==> config.mk <==
export PLATFORM = sky130hd
export DESIGN_NAME = ppg_sqrt
export DESIGN_NICKNAME = d
export VERILOG_FILES = /design/src/rtl/core/ppg_pkg.sv /design/src/rtl/core/ppg_sqrt.sv
export SDC_FILE = /design/constraint.sdc
export NUM_CORES = 1
export LEC_CHECK = 0
export ABC_AREA = 1
export BUFFER_PORTS_ARGS = -buffer_cell sky130_fd_sc_hd__buf_2
export CAP_MARGIN = 10
export CORE_UTILIZATION = 62
export DETAILED_ROUTE_END_ITERATION = 16
export PLACE_DENSITY = 0.79
export SYNTH_ARGS = -nofsm -noshare
export SYNTH_HDL_FRONTEND = slang
export SYNTH_SLANG_ARGS = --single-unit
==> constraint.sdc <==
create_clock -name clk -period 4.5 [get_ports clk]
set_input_delay 0.9 -clock clk [delete_from_list [all_inputs] [get_ports clk]]
set_output_delay 0.9 -clock clk [all_outputs]
set_load 0.005 [all_outputs]
==> src/rtl/core/ppg_pkg.sv <==
// Shared types, constants and constant tables of the plasma pixel generator.
package ppg_pkg;

  // Block parameters.
  localparam int MAX_WIDTH        = 64;
  localparam int MAX_HEIGHT       = 16;
  localparam int PERIOD_MS        = 62832;
  localparam int SINE_TABLE_DEPTH = 256;

  // Field and register widths.
  localparam int X_W       = 6;
  localparam int Y_W       = 4;
  localparam int ELAPSED_W = 10;
  localparam int SPEED_W   = 10;
  localparam int TINT_W    = 24;
  localparam int PW_W      = 7;
  localparam int PH_W      = 5;
  localparam int CHAN_W    = 8;
  localparam int CFG_W     = 24;
  localparam int CFG_IDX_W = 3;
  localparam int TURN_W    = 16;

  // Register indexes.
  localparam logic [CFG_IDX_W-1:0] REG_SPEED  = CFG_IDX_W'(0);
  localparam logic [CFG_IDX_W-1:0] REG_TINT   = CFG_IDX_W'(1);
  localparam logic [CFG_IDX_W-1:0] REG_INVERT = CFG_IDX_W'(2);
  localparam logic [CFG_IDX_W-1:0] REG_WIDTH  = CFG_IDX_W'(3);
  localparam logic [CFG_IDX_W-1:0] REG_HEIGHT = CFG_IDX_W'(4);

  // Register reset values.
  localparam logic [SPEED_W-1:0] SPEED_RESET  = SPEED_W'(50);
  localparam logic [TINT_W-1:0]  TINT_RESET   = TINT_W'(24'h40C0FF);
  localparam logic [PW_W-1:0]    WIDTH_RESET  = PW_W'(40);
  localparam logic [PH_W-1:0]    HEIGHT_RESET = PH_W'(12);

  // Time advance: floor(n/50) as (n*DIV50_MUL) >> DIV50_SHIFT for n below 2^20.
  localparam int PROD_W      = ELAPSED_W + SPEED_W;
  localparam int DIV50_MUL   = 1342178;
  localparam int DIV50_SHIFT = 26;
  localparam int ADV_W       = 15;

  // Time mod 1000: quotient as (t*MOD1000_MUL) >> MOD1000_SHIFT.
  localparam int MOD1000_MUL   = 67109;
  localparam int MOD1000_SHIFT = 26;
  localparam int Q1000_W       = 7;
  localparam int WINDOW_MS     = 40;

  // Time to turns at the three wave rates.
  localparam int RATE_10 = 683565;
  localparam int RATE_07 = 478496;
  localparam int RATE_13 = 888635;

  // Coordinate reciprocal table: entry d-1 holds ceil(2^RECIP_SHIFT / d).
  localparam int RECIP_DEPTH = (MAX_WIDTH > MAX_HEIGHT) ? MAX_WIDTH : MAX_HEIGHT;
  localparam int RIDX_W      = (RECIP_DEPTH > 1) ? $clog2(RECIP_DEPTH) : 1;
  localparam int RECIP_SHIFT = TURN_W + X_W + RIDX_W;
  localparam int RECIP_W     = RECIP_SHIFT + 1;

  typedef logic [RECIP_W-1:0] recip_arr_t [0:RECIP_DEPTH-1];

  function automatic recip_arr_t build_recip();
    recip_arr_t  tab;
    logic [63:0] num;
    logic [63:0] rem;
    logic [63:0] quo;
    for (int d = 1; d <= RECIP_DEPTH; d++) begin
      num = (64'd1 << RECIP_SHIFT) - 64'd1;
      rem = '0;
      quo = '0;
      // Restoring long division of 2^k - 1 by d.
      for (int b = 63; b >= 0; b--) begin
        rem = {rem[62:0], num[b]};
        if (rem >= 64'(d)) begin
          rem    = rem - 64'(d);
          quo[b] = 1'b1;
        end
      end
      tab[d-1] = RECIP_W'(quo + 64'd1);
    end
    return tab;
  endfunction

  localparam recip_arr_t RECIP_TAB = build_recip();

  // Quarter-wave sine table, Q1.14 magnitudes.
  localparam int HALF_PI_Q30 = 1686629713;
  localparam int SIN_IDX_W   = $clog2(SINE_TABLE_DEPTH + 1);
  localparam int SIN_MAG_W   = 15;
  localparam int SIN_W       = 16;

  typedef logic [SIN_MAG_W-1:0] sine_arr_t [0:SINE_TABLE_DEPTH];

  function automatic sine_arr_t build_sine();
    sine_arr_t          tab;
    logic        [63:0] a;
    logic        [63:0] a2;
    logic        [63:0] term;
    logic signed [63:0] sum;
    logic        [63:0] mag;
    for (int i = 0; i <= SINE_TABLE_DEPTH; i++) begin
      a    = (64'(i) * 64'(HALF_PI_Q30)) / 64'(SINE_TABLE_DEPTH);
      a2   = (a * a) >> 30;
      term = a;
      sum  = $signed(a);
      // Taylor series in Q30, odd terms up to the eleventh power.
      for (int k = 1; k <= 5; k++) begin
        term = ((term * a2) >> 30) / 64'((2 * k) * (2 * k + 1));
        if ((k % 2) == 1) begin
          sum = sum - $signed(term);
        end else begin
          sum = sum + $signed(term);
        end
      end
      if (sum < 0) begin
        sum = '0;
      end
      mag    = (64'(sum) + 64'd32768) >> 16;
      tab[i] = SIN_MAG_W'(mag);
    end
    return tab;
  endfunction

  localparam sine_arr_t SINE_TAB = build_sine();

  // Square root of fx^2 + fy^2: one result bit per iteration.
  localparam int SQ_W         = 2 * TURN_W + 1;
  localparam int SQRT_W       = SQ_W + 2;
  localparam int SQRT_ITERS   = 17;
  localparam int SQRT_STAGES  = (SQRT_ITERS + 1) / 2;
  localparam int SQRT_TOP_SH  = 2 * (SQRT_ITERS - 1);

  // Level mapping.
  localparam int LEVEL_BIAS  = 49152;
  localparam int LEVEL_FULL  = 98304;
  localparam int LEVEL_W     = 17;
  localparam int DIV3_MUL    = 683;
  localparam int DIV255_MUL  = 65794;

  // Configuration as seen by the datapath.
  typedef struct packed {
    logic [SPEED_W-1:0] speed;
    logic [TINT_W-1:0]  tint;
    logic               invert;
    logic [PW_W-1:0]    width;
    logic [PH_W-1:0]    height;
  } cfg_t;

  // Pixel payload carried past the front end.
  typedef struct packed {
    logic [X_W-1:0]    x;
    logic [Y_W-1:0]    y;
    logic              oor;
    logic              sw;
    logic [TURN_W-1:0] p1;
    logic [TURN_W-1:0] p2;
    logic [TURN_W-1:0] t13;
  } pay_t;

  typedef struct packed {
    logic            valid;
    pay_t            pay;
    logic [SQ_W-1:0] rsq;
  } front_t;

  typedef struct packed {
    logic              valid;
    pay_t              pay;
    logic [TURN_W-1:0] rad;
  } root_t;

  typedef struct packed {
    logic              valid;
    logic [X_W-1:0]    x;
    logic [Y_W-1:0]    y;
    logic [CHAN_W-1:0] red;
    logic [CHAN_W-1:0] green;
    logic [CHAN_W-1:0] blue;
    logic              sw;
    logic              oor;
  } result_t;

endpackage

==> src/rtl/core/ppg_sqrt.sv <==
// Pipelined integer square root, two result bits per stage.
module ppg_sqrt
  import ppg_pkg::*;
(
  input  logic   clk,
  input  logic   rst,
  input  logic   en,
  input  front_t front,
  output root_t  root
);

  typedef struct packed {
    logic [SQRT_W-1:0] n;
    logic [SQRT_W-1:0] r;
  } sq_state_t;

  // One digit-by-digit step with the trial bit at position sh.
  function automatic sq_state_t sq_step(sq_state_t s, int sh);
    sq_state_t         o;
    logic [SQRT_W-1:0] bitv;
    logic [SQRT_W-1:0] trial;
    bitv  = SQRT_W'(1) << sh;
    trial = s.r + bitv;
    if (s.n >= trial) begin
      o.n = s.n - trial;
      o.r = (s.r >> 1) + bitv;
    end else begin
      o.n = s.n;
      o.r = s.r >> 1;
    end
    return o;
  endfunction

  logic      stv [SQRT_STAGES];
  pay_t      stp [SQRT_STAGES];
  sq_state_t sts [SQRT_STAGES];

  for (genvar s = 0; s < SQRT_STAGES; s++) begin : g_stage
    localparam int SH0 = SQRT_TOP_SH - 4 * s;
    localparam int SH1 = SQRT_TOP_SH - 4 * s - 2;

    logic      vin;
    pay_t      pin;
    sq_state_t sin;
    sq_state_t smid;
    sq_state_t sout;

    if (s == 0) begin : g_first
      always_comb begin
        vin   = front.valid;
        pin   = front.pay;
        sin.n = SQRT_W'(front.rsq);
        sin.r = '0;
      end
    end else begin : g_next
      always_comb begin
        vin = stv[s-1];
        pin = stp[s-1];
        sin = sts[s-1];
      end
    end

    // The last stage does a single step when the iteration count is odd.
    always_comb begin
      smid = sq_step(sin, SH0);
      if (2 * s + 1 < SQRT_ITERS) begin
        sout = sq_step(smid, SH1);
      end else begin
        sout = smid;
      end
    end

    always_ff @(posedge clk) begin
      if (rst) begin
        stv[s] <= 1'b0;
      end else if (en) begin
        stv[s] <= vin;
      end
    end

    always_ff @(posedge clk) begin
      if (en) begin
        stp[s] <= pin;
        sts[s] <= sout;
      end
    end
  end

  assign root.valid = stv[SQRT_STAGES-1];
  assign root.pay   = stp[SQRT_STAGES-1];
  assign root.rad   = sts[SQRT_STAGES-1].r[TURN_W-1:0];

endmodule

==> flow_summary_export.csv <==
group,metric,value,unit
pwr,p_sw,10.43,mW
detailed_routing,drtIter0Drc,3225,
detailed_routing,detail_route.wl_per_cell,21.89,um
run_status,status,"completed",
synth,ys_types,61,
timing,fin_setup_tns,0,ns
clock_network,clock_path_buffers,3,
critical_path,critPathMostFrequentCell,"nand2_1",
clock_network,clkTransAtPathRegs,0.07,ns
clock_network,cts_tree,"yes",
critical_path,critPathBufInv,4,
timing,setup_slack,0.1512,ns
detailed_routing,num_vias,31910,
timing,fin_skew,0.07994,ns
synth,syn_avg_cell_area,10.63,um2
detailed_routing,postRouteWirelength,121900,um
pwr,combPwrFrac,0.331,
synth,synth_nets,4402,
timing,fmax,229.9,MHz
critical_path,path_class,"flop to flop",
critical_path,cp_num_cells,24,
placement,gp_congestion,1.004,
worst_hold_path,min-delay-start,"front[67]",
pwr,p_per_area,561.1,nW/um2
floorplanning,dieArea,72030,um2
floorplanning,fp-row-count,97,
pwr,power,28.33,mW
global_routing,gr-total-overflow,0,
timing,fin_crit,4.349,ns
timing,finalCritPeriodShare,0.9664,
floorplanning,die_h,268.4,um
pwr,p_seq_frac,0.401,
clock_network,holdBufCountCts,0,
worst_hold_path,hold_depth,1,
critical_path,path_cells,"inv_1 > ha_1 > nand2_1 > inv_1 > nand2_1 > nor2_1 > nand3_1 > nor2_1 > nor2_2 > nand2_4 > inv_8 > o21ai_1 > ha_1 > a21oi_1 > o21ai_0 > o21bai_1 > nand2_1 > nand2_1 > nand2_1 > nand2_1 > o21ai_0 > nand2_1 > nand2_1 > inv_1",
layout,area_delta_synth_final,14.78,%
clock_network,clock-sinks,917,
placement,pre_cts_ws,-0.03718,ns
synth,ys_async_sr_fraction,0,
pwr,leakagePower,21.04,nW
global_routing,grt_use_met3,0.05745,
clock_network,cts_buffers,90,
clock_network,htreeDepth,3,
timing,maxSlewHeadroom,0.4271,
global_routing,antenna_found_initial,6,
detailed_routing,vias_per_cell,5.729,
global_routing,grt_max_degree,96,
pwr,p_int,17.91,mW
critical_path,slowest_stage,"edfxtp_1",
global_routing,met2_usage,0.6067,
synth,ys_seq_area_frac,0.6259,
critical_path,slowest_delay,0.46,ns
global_routing,grt_use_total,0.3400,
timing,finalHoldViolations,0,
clock_network,clock_latency,0.69,ns
global_routing,grt.busiest_layer,"met2",
critical_path,rr_endpoint,"sts[0][550]",
timing,worst_pin_slew,0.8593,ns
global_routing,grt_util_met1,0.3751,
floorplanning,start_util,0.6271,
critical_path,cpLargestDelayFamily,"simple AND/OR/NAND/NOR gates",
flow_run,drv_cap,0,
synth,syn_inst,4138,
timing,finalSetupViolCount,0,
pwr,swShare,0.3680,
synth,synth-main-ff-cell,"edfxtp_1",
placement,hpwlAfterDp,89230,um
synth,synth_warnings,0,
critical_path,r2r-start,"sts[0][429]",
critical_path,r2r_slack,0.15,ns
detailed_routing,drcViolationCount,0,
pwr,power_frac_clock,0.267,
timing,whs,0.3798,ns
synth,synth-seq-cells,917,
layout,final_nets,4819,
timing,slew_viol_final,0,
pwr,ir_worst_vdd,0.0004422,V
layout,drive_above_1_share,0.1453,
critical_path,cp_data_required_time,4.96,ns
timing,rsz0062_at_grt,"yes",
critical_path,cp.arrival,4.81,ns
global_routing,grt_pass1_vias,31795,
critical_path,crit_path_start_kind,"flop",
worst_hold_path,min_to,"stp[0][34]",
critical_path,r2r_cells,24,
detailed_routing,antenna_left,0,
placement,portBuffers,173,
floorplanning,die_w,268.4,um
detailed_routing,first_pass_iters,6,
worst_hold_path,hold_class,"input port to flop",
floorplanning,num_io_pins,174,
clock_network,root_buffer,"clkbuf_16",
global_routing,grt_first_pass_wirelength,181200,um
synth,synth_edf_count,917,
floorplanning,fp.coreArea,70150,um2
critical_path,cp-end-kind,"flop",
critical_path,cp_max_fo,29,
synth,synthesis.area,43990,um2
[cell type report]
type                            count  area (um2)
Clock inverter                     57       668.1
Multi-Input combinational cell   2670       14390
Antenna cell                        5       12.51
Timing Repair inverter              1       7.507
Timing Repair Buffer              362        2452
Tap cell                          940        1176
Inverter                          513        1942
Fill cell                        4929       19660
Clock buffer                      105        2308
Sequential cell                   917       27540
[synthesized netlist by cell type (3+ instances only)]
cell / instances / area (um2)
a211oi_1: 3 / 22.52
a21boi_0: 3 / 22.52
a21o_1: 6 / 45.04
a21oi_1: 172 / 860.8
a21oi_2: 22 / 192.7
a31oi_1: 5 / 31.28
and2_1: 6 / 37.54
and3_1: 8 / 50.05
buf_2: 7 / 35.03
buf_4: 12 / 90.09
buf_6: 8 / 90.09
clkbuf_1: 8 / 30.03
edfxtp_1: 917 / 27540
ha_1: 167 / 2090
inv_1: 495 / 1858
inv_2: 16 / 60.06
nand2_1: 1002 / 3761
nand2_2: 30 / 187.7
nand2_4: 6 / 67.56
nand3_1: 249 / 1246
nand3_2: 12 / 120.1
nand3_4: 3 / 52.55
nand3b_1: 14 / 105.1
nand4_1: 74 / 462.9
nor2_1: 376 / 1411
nor2_2: 21 / 131.4
nor2_4: 9 / 101.4
nor3_1: 52 / 260.3
nor3_2: 5 / 50.05
nor3b_1: 6 / 45.04
nor4_1: 27 / 168.9
o211ai_1: 7 / 52.55
o21a_1: 4 / 30.03
o21ai_0: 155 / 775.7
o21ai_1: 26 / 130.1
o21ai_2: 3 / 26.28
o21bai_1: 15 / 112.6
or2_1: 3 / 18.77
or2_2: 12 / 75.07
xnor2_1: 44 / 385.4
xor2_1: 100 / 875.8
[through the flow]
| stage | util | instance area (um2) | instances |
|---|---|---|---|
| 6_report | 0.7198 | 50490 | 5570 |
| 4_1_cts | 0.7163 | 50250 | 5558 |
| 3_3_place_gp | 0.6733 | 47230 | 5393 |
| 2_1_floorplan | - | 43990 | 4138 |
| 3_5_place_dp | 0.6733 | 47230 | 5393 |
| 5_1_grt | 0.7197 | 50490 | 5567 |
[sequential cells by signal (all words and copies together) (netlist names)]
| name | cells |
|---|---|
| stp | 540 |
| stv | 9 |
| sts | 368 |
[metal layers]
layer / vias up / part of all wire
met4: 8 / 0.070
met2: 1595 / 0.51
li1: 14976 / -
met3: 467 / 0.073
met5: - / 0.00040
met1: 14864 / 0.35
[how the worst max path moves through the flow]
stage | start | to | slack, ns
final | sts[0][429] | sts[0][550] | 0.15
after global routing | sts[0][235] | sts[0][332] | -0.08
after CTS | sts[0][364] | sts[0][461] | 0.03
after detailed placement | sts[0][364] | sts[0][465] | -0.04
after global placement | sts[0][364] | sts[0][465] | -0.10
after floorplan | sts[0][300] | sts[0][407] | 0.54
[power by group through the flow]
stage	Clock, mW	Sequential (mW)	Combinational, mW
after CTS	7.65	11.3	9.05
after floorplan	0	11.1	5.77
after global routing	7.98	11.4	10.2
final	7.57	11.4	9.39
after detailed placement	0	11.5	8.88
after global placement	0	11.4	8.83
[worst reg2reg max path, cell delays in order (launching register included)]
cell	delay (ns)
edfxtp_1	0.46
inv_1	0.15
ha_1	0.39
nand2_1	0.10
inv_1	0.10
nand2_1	0.06
nor2_1	0.25
nand3_1	0.12
nor2_1	0.12
nor2_2	0.07
nand2_4	0.09
inv_8	0.08
o21ai_1	0.38
ha_1	0.38
a21oi_1	0.23
o21ai_0	0.10
o21bai_1	0.18
nand2_1	0.09
nand2_1	0.11
nand2_1	0.13
nand2_1	0.11
o21ai_0	0.25
nand2_1	0.12
nand2_1	0.09
inv_1	0.05
[placed cells by master (no fill, tap or decap), types with 14 or more instances in the layout]
cell type  Yosys  final
nand2_1     1002    999
edfxtp_1     917    917
inv_1        495    494
nor2_1       376    374
nand3_1      249    249
buf_4         12    176
buf_2          7    172
a21oi_1      172    167
ha_1         167    160
o21ai_0      155    140
xor2_1       100    100
clkbuf_16      0     90
nand4_1       74     74
nor3_1        52     49
xnor2_1       44     44
o21ai_1       26     40
nand2_2       30     32
a21oi_2       22     27
nor4_1        27     26
nor2_2        21     23
clkinv_1       0     16
o21bai_1      15     15
inv_2         16     15
clkbuf_1       8     15
nand3b_1      14     14
[timing repair]
action / in CTS / in global routing
cloned: 1 / 1
endpoints found under the setup margin: 16 / 113
setup buffers: 2 / 6
pin swaps: 1 / 4
gates resized for setup: 2 / 48
[cell families after synthesis]
logic type	count (synthesis)	synth area share
adder cells (fa/ha/maj)	167	0.04750
XOR/XNOR	144	0.02867
flip-flops	917	0.6259
buffers and inverters	552	0.05068
AND/OR/NAND/NOR	1926	0.1923
AO/OA/AOI/OAI	432	0.05489
Note: power is estimated with default switching activity, not from simulation.
