`src/rtl/core/ppg_pkg.sv`:
```
// Shared types, constants and constant tables of the plasma pixel generator.
package ppg_pkg;

  // Block parameters.
  localparam int MAX_WIDTH        = 64;
  localparam int MAX_HEIGHT       = 16;
  localparam int PERIOD_MS        = 62832;
  localparam int SINE_TABLE_DEPTH = 256;

  // Field and register widths.
  localparam int X_W       = 6;
  localparam int Y_W       = 4;
  localparam int ELAPSED_W = 10;
  localparam int SPEED_W   = 10;
  localparam int TINT_W    = 24;
  localparam int PW_W      = 7;
  localparam int PH_W      = 5;
  localparam int CHAN_W    = 8;
  localparam int CFG_W     = 24;
  localparam int CFG_IDX_W = 3;
  localparam int TURN_W    = 16;

  // Register indexes.
  localparam logic [CFG_IDX_W-1:0] REG_SPEED  = CFG_IDX_W'(0);
  localparam logic [CFG_IDX_W-1:0] REG_TINT   = CFG_IDX_W'(1);
  localparam logic [CFG_IDX_W-1:0] REG_INVERT = CFG_IDX_W'(2);
  localparam logic [CFG_IDX_W-1:0] REG_WIDTH  = CFG_IDX_W'(3);
  localparam logic [CFG_IDX_W-1:0] REG_HEIGHT = CFG_IDX_W'(4);

  // Register reset values.
  localparam logic [SPEED_W-1:0] SPEED_RESET  = SPEED_W'(50);
  localparam logic [TINT_W-1:0]  TINT_RESET   = TINT_W'(24'h40C0FF);
  localparam logic [PW_W-1:0]    WIDTH_RESET  = PW_W'(40);
  localparam logic [PH_W-1:0]    HEIGHT_RESET = PH_W'(12);

  // Time advance: floor(n/50) as (n*DIV50_MUL) >> DIV50_SHIFT for n below 2^20.
  localparam int PROD_W      = ELAPSED_W + SPEED_W;
  localparam int DIV50_MUL   = 1342178;
  localparam int DIV50_SHIFT = 26;
  localparam int ADV_W       = 15;

  // Time mod 1000: quotient as (t*MOD1000_MUL) >> MOD1000_SHIFT.
  localparam int MOD1000_MUL   = 67109;
  localparam int MOD1000_SHIFT = 26;
  localparam int Q1000_W       = 7;
  localparam int WINDOW_MS     = 40;

  // Time to turns at the three wave rates.
  localparam int RATE_10 = 683565;
  localparam int RATE_07 = 478496;
  localparam int RATE_13 = 888635;

  // Coordinate reciprocal table: entry d-1 holds ceil(2^RECIP_SHIFT / d).
  localparam int RECIP_DEPTH = (MAX_WIDTH > MAX_HEIGHT) ? MAX_WIDTH : MAX_HEIGHT;
  localparam int RIDX_W      = (RECIP_DEPTH > 1) ? $clog2(RECIP_DEPTH) : 1;
  localparam int RECIP_SHIFT = TURN_W + X_W + RIDX_W;
  localparam int RECIP_W     = RECIP_SHIFT + 1;

  typedef logic [RECIP_W-1:0] recip_arr_t [0:RECIP_DEPTH-1];

  function automatic recip_arr_t build_recip();
    recip_arr_t  tab;
    logic [63:0] num;
    logic [63:0] rem;
    logic [63:0] quo;
    for (int d = 1; d <= RECIP_DEPTH; d++) begin
      num = (64'd1 << RECIP_SHIFT) - 64'd1;
      rem = '0;
      quo = '0;
      // Restoring long division of 2^k - 1 by d.
      for (int b = 63; b >= 0; b--) begin
        rem = {rem[62:0], num[b]};
        if (rem >= 64'(d)) begin
          rem    = rem - 64'(d);
          quo[b] = 1'b1;
        end
      end
      tab[d-1] = RECIP_W'(quo + 64'd1);
    end
    return tab;
  endfunction

  localparam recip_arr_t RECIP_TAB = build_recip();

  // Quarter-wave sine table, Q1.14 magnitudes.
  localparam int HALF_PI_Q30 = 1686629713;
  localparam int SIN_IDX_W   = $clog2(SINE_TABLE_DEPTH + 1);
  localparam int SIN_MAG_W   = 15;
  localparam int SIN_W       = 16;

  typedef logic [SIN_MAG_W-1:0] sine_arr_t [0:SINE_TABLE_DEPTH];

  function automatic sine_arr_t build_sine();
    sine_arr_t          tab;
    logic        [63:0] a;
    logic        [63:0] a2;
    logic        [63:0] term;
    logic signed [63:0] sum;
    logic        [63:0] mag;
    for (int i = 0; i <= SINE_TABLE_DEPTH; i++) begin
      a    = (64'(i) * 64'(HALF_PI_Q30)) / 64'(SINE_TABLE_DEPTH);
      a2   = (a * a) >> 30;
      term = a;
      sum  = $signed(a);
      // Taylor series in Q30, odd terms up to the eleventh power.
      for (int k = 1; k <= 5; k++) begin
        term = ((term * a2) >> 30) / 64'((2 * k) * (2 * k + 1));
        if ((k % 2) == 1) begin
          sum = sum - $signed(term);
        end else begin
          sum = sum + $signed(term);
        end
      end
      if (sum < 0) begin
        sum = '0;
      end
      mag    = (64'(sum) + 64'd32768) >> 16;
      tab[i] = SIN_MAG_W'(mag);
    end
    return tab;
  endfunction

  localparam sine_arr_t SINE_TAB = build_sine();

  // Square root of fx^2 + fy^2: one result bit per iteration.
  localparam int SQ_W         = 2 * TURN_W + 1;
  localparam int SQRT_W       = SQ_W + 2;
  localparam int SQRT_ITERS   = 17;
  localparam int SQRT_STAGES  = (SQRT_ITERS + 1) / 2;
  localparam int SQRT_TOP_SH  = 2 * (SQRT_ITERS - 1);

  // Level mapping.
  localparam int LEVEL_BIAS  = 49152;
  localparam int LEVEL_FULL  = 98304;
  localparam int LEVEL_W     = 17;
  localparam int DIV3_MUL    = 683;
  localparam int DIV255_MUL  = 65794;

  // Configuration as seen by the datapath.
  typedef struct packed {
    logic [SPEED_W-1:0] speed;
    logic [TINT_W-1:0]  tint;
    logic               invert;
    logic [PW_W-1:0]    width;
    logic [PH_W-1:0]    height;
  } cfg_t;

  // Pixel payload carried past the front end.
  typedef struct packed {
    logic [X_W-1:0]    x;
    logic [Y_W-1:0]    y;
    logic              oor;
    logic              sw;
    logic [TURN_W-1:0] p1;
    logic [TURN_W-1:0] p2;
    logic [TURN_W-1:0] t13;
  } pay_t;

  typedef struct packed {
    logic            valid;
    pay_t            pay;
    logic [SQ_W-1:0] rsq;
  } front_t;

  typedef struct packed {
    logic              valid;
    pay_t              pay;
    logic [TURN_W-1:0] rad;
  } root_t;

  typedef struct packed {
    logic              valid;
    logic [X_W-1:0]    x;
    logic [Y_W-1:0]    y;
    logic [CHAN_W-1:0] red;
    logic [CHAN_W-1:0] green;
    logic [CHAN_W-1:0] blue;
    logic              sw;
    logic              oor;
  } result_t;

endpackage

```
`src/rtl/core/ppg_front.sv`:
```
// Front end: time accumulator, coordinate phases, wave times and radius square.
module ppg_front
  import ppg_pkg::*;
(
  input  logic                 clk,
  input  logic                 rst,
  input  logic                 en,
  input  cfg_t                 cfg,
  input  logic                 in_valid,
  input  logic                 frame_start,
  input  logic [ELAPSED_W-1:0] elapsed_ms,
  input  logic [X_W-1:0]       pixel_x,
  input  logic [Y_W-1:0]       pixel_y,
  output front_t               front
);

  // Stage 1 registers.
  logic                  v1;
  logic                  fs1;
  logic [X_W-1:0]        x1;
  logic [Y_W-1:0]        y1;
  logic                  oor1;
  logic [PROD_W-1:0]     prod1;
  logic [RECIP_W-1:0]    mw1;
  logic [RECIP_W-1:0]    mh1;

  // Stage 2 registers.
  logic                  v2;
  logic                  fs2;
  logic [X_W-1:0]        x2;
  logic [Y_W-1:0]        y2;
  logic                  oor2;
  logic [ADV_W-1:0]      adv2;
  logic [TURN_W-1:0]     fx2;
  logic [TURN_W-1:0]     fy2;

  // Stage 3 registers and the accumulator.
  logic [TURN_W-1:0]     phase;
  logic [TURN_W-1:0]     phase_next;
  logic                  v3;
  logic [X_W-1:0]        x3;
  logic [Y_W-1:0]        y3;
  logic                  oor3;
  logic [TURN_W-1:0]     ph3;
  logic [TURN_W-1:0]     fx3;
  logic [TURN_W-1:0]     fy3;
  logic [2*TURN_W-1:0]   sqx3;
  logic [2*TURN_W-1:0]   sqy3;

  // Stage 4 registers.
  logic                  v4;
  logic [X_W-1:0]        x4;
  logic [Y_W-1:0]        y4;
  logic                  oor4;
  logic [TURN_W-1:0]     ph4;
  logic [TURN_W-1:0]     fx4;
  logic [TURN_W-1:0]     fy4;
  logic [TURN_W-1:0]     t1_4;
  logic [TURN_W-1:0]     t07_4;
  logic [TURN_W-1:0]     t13_4;
  logic [Q1000_W-1:0]    q4;
  logic [SQ_W-1:0]       rsq4;

  // Effective panel size and reciprocal lookups.
  logic [PW_W-1:0]       w_eff;
  logic [PH_W-1:0]       h_eff;
  logic [RIDX_W-1:0]     w_idx;
  logic [RIDX_W-1:0]     h_idx;
  logic                  oor_in;

  always_comb begin
    w_eff  = (int'(cfg.width) > MAX_WIDTH) ? PW_W'(MAX_WIDTH) : cfg.width;
    h_eff  = (int'(cfg.height) > MAX_HEIGHT) ? PH_W'(MAX_HEIGHT) : cfg.height;
    w_idx  = (w_eff == '0) ? '0 : RIDX_W'(32'(w_eff) - 32'd1);
    h_idx  = (h_eff == '0) ? '0 : RIDX_W'(32'(h_eff) - 32'd1);
    oor_in = (PW_W'(pixel_x) >= w_eff) || (PH_W'(pixel_y) >= h_eff);
  end

  // Stage 1: raw advance product and reciprocals.
  always_ff @(posedge clk) begin
    if (rst) begin
      v1 <= 1'b0;
    end else if (en) begin
      v1 <= in_valid;
    end
  end

  always_ff @(posedge clk) begin
    if (en) begin
      fs1   <= frame_start;
      x1    <= pixel_x;
      y1    <= pixel_y;
      oor1  <= oor_in;
      prod1 <= PROD_W'(elapsed_ms) * PROD_W'(cfg.speed);
      mw1   <= RECIP_TAB[w_idx];
      mh1   <= RECIP_TAB[h_idx];
    end
  end

  // Stage 2: advance divided by 50, coordinate phases by reciprocal.
  logic [PROD_W+22:0]    adv_full;
  logic [RECIP_W+X_W-1:0] fx_full;
  logic [RECIP_W+X_W-1:0] fy_full;

  always_comb begin
    adv_full = (PROD_W+23)'(prod1) * (PROD_W+23)'(DIV50_MUL);
    fx_full  = (RECIP_W+X_W)'(x1) * (RECIP_W+X_W)'(mw1);
    fy_full  = (RECIP_W+X_W)'(y1) * (RECIP_W+X_W)'(mh1);
  end

  always_ff @(posedge clk) begin
    if (rst) begin
      v2 <= 1'b0;
    end else if (en) begin
      v2 <= v1;
    end
  end

  always_ff @(posedge clk) begin
    if (en) begin
      fs2  <= fs1;
      x2   <= x1;
      y2   <= y1;
      oor2 <= oor1;
      adv2 <= adv_full[DIV50_SHIFT +: ADV_W];
      fx2  <= fx_full[RECIP_SHIFT-TURN_W +: TURN_W];
      fy2  <= fy_full[RECIP_SHIFT-TURN_W +: TURN_W];
    end
  end

  // Stage 3: time accumulator, advanced once per frame start, wrapped once.
  logic [TURN_W:0] tsum;

  always_comb begin
    tsum       = {1'b0, phase} + (TURN_W+1)'(adv2);
    phase_next = phase;
    if (fs2) begin
      if (tsum >= (TURN_W+1)'(PERIOD_MS)) begin
        phase_next = TURN_W'(tsum - (TURN_W+1)'(PERIOD_MS));
      end else begin
        phase_next = tsum[TURN_W-1:0];
      end
    end
  end

  always_ff @(posedge clk) begin
    if (rst) begin
      phase <= '0;
      v3    <= 1'b0;
    end else if (en) begin
      v3 <= v2;
      if (v2) begin
        phase <= phase_next;
      end
    end
  end

  always_ff @(posedge clk) begin
    if (en) begin
      x3   <= x2;
      y3   <= y2;
      oor3 <= oor2;
      ph3  <= phase_next;
      fx3  <= fx2;
      fy3  <= fy2;
      sqx3 <= (2*TURN_W)'(fx2) * (2*TURN_W)'(fx2);
      sqy3 <= (2*TURN_W)'(fy2) * (2*TURN_W)'(fy2);
    end
  end

  // Stage 4: time in turns at each rate, mod-1000 quotient, radius square.
  logic [TURN_W+20:0] t1_full;
  logic [TURN_W+20:0] t07_full;
  logic [TURN_W+20:0] t13_full;
  logic [TURN_W+17:0] q_full;

  always_comb begin
    t1_full  = (TURN_W+21)'(ph3) * (TURN_W+21)'(RATE_10);
    t07_full = (TURN_W+21)'(ph3) * (TURN_W+21)'(RATE_07);
    t13_full = (TURN_W+21)'(ph3) * (TURN_W+21)'(RATE_13);
    q_full   = (TURN_W+18)'(ph3) * (TURN_W+18)'(MOD1000_MUL);
  end

  always_ff @(posedge clk) begin
    if (rst) begin
      v4 <= 1'b0;
    end else if (en) begin
      v4 <= v3;
    end
  end

  always_ff @(posedge clk) begin
    if (en) begin
      x4    <= x3;
      y4    <= y3;
      oor4  <= oor3;
      ph4   <= ph3;
      fx4   <= fx3;
      fy4   <= fy3;
      t1_4  <= t1_full[TURN_W +: TURN_W];
      t07_4 <= t07_full[TURN_W +: TURN_W];
      t13_4 <= t13_full[TURN_W +: TURN_W];
      q4    <= q_full[MOD1000_SHIFT +: Q1000_W];
      rsq4  <= SQ_W'(sqx3) + SQ_W'(sqy3);
    end
  end

  // Stage 5: wave phases and the switch window.
  logic [TURN_W:0]   diag;
  logic [TURN_W-1:0] rem1000;

  always_comb begin
    diag    = (TURN_W+1)'(fx4) + (TURN_W+1)'(fy4);
    rem1000 = ph4 - TURN_W'(TURN_W'(q4) * TURN_W'(1000));
  end

  always_ff @(posedge clk) begin
    if (rst) begin
      front.valid <= 1'b0;
    end else if (en) begin
      front.valid <= v4;
    end
  end

  always_ff @(posedge clk) begin
    if (en) begin
      front.pay.x   <= x4;
      front.pay.y   <= y4;
      front.pay.oor <= oor4;
      front.pay.sw  <= (rem1000 < TURN_W'(WINDOW_MS));
      front.pay.p1  <= fx4 + t1_4;
      front.pay.p2  <= diag[TURN_W:1] - t07_4;
      front.pay.t13 <= t13_4;
      front.rsq     <= rsq4;
    end
  end

endmodule

```
`config.mk`:
```
export PLATFORM = sky130hd
export DESIGN_NAME = ppg_front
export DESIGN_NICKNAME = d
export VERILOG_FILES = /design/src/rtl/core/ppg_pkg.sv /design/src/rtl/core/ppg_front.sv
export SDC_FILE = /design/constraint.sdc
export NUM_CORES = 2
export LEC_CHECK = 0
export BUFFER_PORTS_ARGS = -buffer_cell sky130_fd_sc_hd__buf_4
export CORE_MARGIN = 1.5
export CORE_UTILIZATION = 40
export CTS_CLUSTER_DIAMETER = 40
export DETAILED_ROUTE_END_ITERATION = 8
export SETUP_SLACK_MARGIN = 0.5
export SYNTH_ARGS = -nofsm -noshare
export SYNTH_HDL_FRONTEND = slang
export SYNTH_SLANG_ARGS = --single-unit
```
`constraint.sdc`:
```
create_clock -name clk -period 7.6 [get_ports clk]
set_input_delay 1.14 -clock clk [delete_from_list [all_inputs] [get_ports clk]]
set_output_delay 1.14 -clock clk [all_outputs]
set_load 0.1 [all_outputs]
```
==> results <==
- The worst min-delay path category is flop to flop.
- The number of clock sinks is 524.
- Measured in cells, the most critical reg-to-reg path has a length of 22.
- The floorplan die height is roughly 430 um.
- After detailed routing, the average wire length per cell comes to ~18 um.
- The horizontal die dimension is approximately 430 um.
- The worst reg2reg path endpoint is adv2[14].
- For this run, the detailed router's first-pass iteration total came to 6.
- In this run, synthesis produced a sequential element count of about 520.
- STA puts the critical path data required time at 8070 ps.
- The floorplan has between 150 and 200 rows.
- The starting utilization of the core area is 40.2%.
- The clock tree from TritonCTS is yes.
- The remaining max-slew budget at the tightest pin is between 10% and 20%.
- The worst hold path was traced through 0 stages.
- The max-capacitance violation count is 0.
- The maximum clock frequency is 0.146 GHz.
- The path with the worst hold slack has its endpoint at front[14].
- The maximum fanout count along the critical path is 6.
- The async set or reset register ratio after synthesis is 0%.
- The later-pin clock latency in the skew report is 740 ps.
- The average instance in the mapped netlist occupies about 10 um^2.
- Setup repair after global routing could not meet its margin everywhere.
- For this run, the leading register cell type out of synthesis is edfxtp_1.
- The launch point of the worst reg-to-reg path is prod1[12].
- The core footprint is around 0.18 mm^2.
- Across all setup checks in the final design, the least slack found is 738 ps.
- Dividing the detail-routed via count by the number of cells gives about 5.
- Global routing finished with a remaining overflow of 0.
- The max-slew violation total from the final report is 0.
- The overall global routing resource usage is 19.5%.
- The netlist area before placement is between 0.07 and 0.08 mm^2.
- The type of the worst setup path is flop to flop.
- The startpoint type of the worst setup path is a flop.
- In this run, distinct cell masters in the synthesized netlist total 85.
- The type of element capturing the critical path is a flop.
- Counting every net in the synthesized netlist gives ~9,000.
- For this block, the routed nets add up to about 170,000 um of wire.
- The number of buffers added on ports is 140.
- The time the worst path needs with I/O delays and setup is around 6900 ps.
- The period utilization is approximately 90%.
- The number of violations reported at the end of detailed-routing iteration 0 is about 2,600.
- The initial antenna violation count is 2.
- The clock passes through at most 3 buffers.
- The number of clock buffers added by TritonCTS is ~100.
- The worst slack at placement is around 440 ps.
- The repair_antennas step left the layout with diodes totalling 0.
- The detailed placement HPWL is between 100,000 and 150,000 um.
- The final number of hold-violating endpoints is 0.
- The flow ran to the end, and the final reports show no timing, DRC or antenna violations.
- Cells with a size suffix above 1 make up 7.84% of the layout.
- The number of levels in the clock H-tree is 3.
- After routing, the total negative slack on setup checks comes to 0 ps.
- The number of warnings reported in the yosys synthesis log is 0.
- The CTS root buffer is clkbuf_16.
- Entering global routing, the biggest net connects 125 pins.
- The via count of the first global-routing pass was approximately 52,000.
- Detailed routing inserted a total of 48,800 vias.
- The floorplan step defined a die boundary enclosing 0.182 mm^2.
- The first-pass GRT wire length is 279,000 um.
- The worst hold path begins at rsq4[14].
- The final estimated routing congestion in global placement is 0.941.
- STA puts the critical path data arrival time at ~7300 ps.
- The worst clock skew is 42.5 ps.
- The synthesis-to-finish area growth is 11.8%.
- The clock transition at the register clock pins on the worst setup and hold paths after CTS is about 50 ps.
- The count of boundary I/O pins is 166.
- The slew of the pin with the lowest slew margin is 1220 ps.
- The register-to-register path setup slack is approximately 740 ps.
- The detail route stage leaves a number of antenna-violating nets equal to 0.
- In the routed design, unresolved DRC markers number 0.
- The final-report setup violation count is 0.
- The register area share after synthesis is 21.7%.
- Synthesis handed over a netlist of between 7,000 and 8,000 instances.
- Counting flops with a built-in enable in the synthesized netlist gives about 500.
- The net count of the finished layout is around 9,500.
-- cell families after synthesis --
group / after synthesis / synth area share (%)
DFF: 524 / 21.7
adders and majority gates: 2127 / 47.8
and+or+nand+nor: 1459 / 9.45
xor gates and xnor gates: 304 / 3.73
muxes: 15 / 0.225
buffers and inverters: 1746 / 9.15
AOI/OAI and AO/OA: 885 / 8.01
-- cell usage in the layout, fill, tap and decap left out, types with 39 or more instances in the layout --
cell          n
nor2b_1      52
and2_1      180
xor2_1       79
ha_1       1110
nand2b_1     39
o21ai_0     182
edfxtp_1    503
nand2_1     596
a21oi_1     257
clkbuf_16   103
xnor2_1     224
nor3_1      104
a21o_1      100
nor2_1      294
fa_1       1014
o21a_1       49
nand3_1      61
buf_4       318
inv_1      1582
-- synth_stat cells (100+ instances only) --
| master | number | area [um^2] |
|---|---|---|
| a21o_1 | 100 | 751 |
| a21oi_1 | 260 | 1300 |
| and2_1 | 180 | 1130 |
| clkbuf_1 | 148 | 556 |
| edfxtp_1 | 503 | 15100 |
| fa_1 | 1015 | 20300 |
| ha_1 | 1112 | 13900 |
| inv_1 | 1586 | 5950 |
| nand2_1 | 596 | 2240 |
| nor2_1 | 296 | 1110 |
| nor3_1 | 104 | 521 |
| o21ai_0 | 183 | 916 |
| xnor2_1 | 224 | 1960 |
-- how the worst max path moves through the flow --
stage,start,to,cells after the start
2_1_floorplan,ph3[7],t13_4[15],21
3_3_place_gp,prod1[12],adv2[14],22
3_5_place_dp,prod1[11],adv2[14],22
4_1_cts,ph3[3],t13_4[15],23
5_1_grt,ph3[4],t13_4[15],20
6_report,prod1[12],adv2[14],22
-- registers in the layout, summed over array words and instances, names as in the netlist, 20 cells and up --
signal	flops
sqx3	30
rsq4	33
front	94
mw1	28
sqy3	30
prod1	20
mh1	28
-- stage by stage --
step | hold slack [ps] | cells | instance area (um^2) | util [%]
6_report | 400 | 9774 | 80100 | 44.9
5_1_grt | 401 | 9774 | 80100 | 44.9
4_1_cts | 389 | 9716 | 79600 | 44.7
3_5_place_dp | 405 | 9511 | 76000 | 42.6
3_3_place_gp | 401 | 9511 | 76000 | 42.6
2_1_floorplan | 400 | 7060 | 71700 | -
-- metal layers --
layer  up-vias  GRT usage, %  part of all wire [%]
met3       250          2.53                   4.2
met2       919          33.3                    48
met5         -             0                0.0076
met4         2          6.07                   3.1
met1     24200          25.5                    44
li1      23400             -                     -
-- repair_timing --
action,in CTS,in global routing
pin swaps,1,6
setup buffers,16,58
gates resized for setup,3,17
setup endpoints to repair,2,15
gates cloned,0,0
hold buffers,0,0
-- critical path: stages, from the launching register on --
cell and delay [ps]:
edfxtp_1 500, ha_1 330, inv_1 50, fa_1 440, fa_1 550, inv_1 60
fa_1 560, fa_1 460, fa_1 500, inv_1 50, fa_1 480, inv_1 40
ha_1 310, a21oi_2 180, o2111ai_1 120, a221o_1 290, a2bb2oi_2 180, a211o_1 370
a21o_1 210, a221o_1 340, and4_4 210, a2111oi_4 280, xnor2_1 90
-- layout make-up --
class / count / area, um^2
clock inverters: 78 / 882
clock buffers: 111 / 2610
inverters: 1591 / 5980
multi-input cells: 4790 / 49700
fillers: 16900 / 98100
repair buffers: 325 / 2510
flip-flops and latches: 524 / 15500
well taps: 2355 / 2950
Power is not shown: default switching activity piles up to over one toggle a cycle in this logic, so the estimate is an artifact.
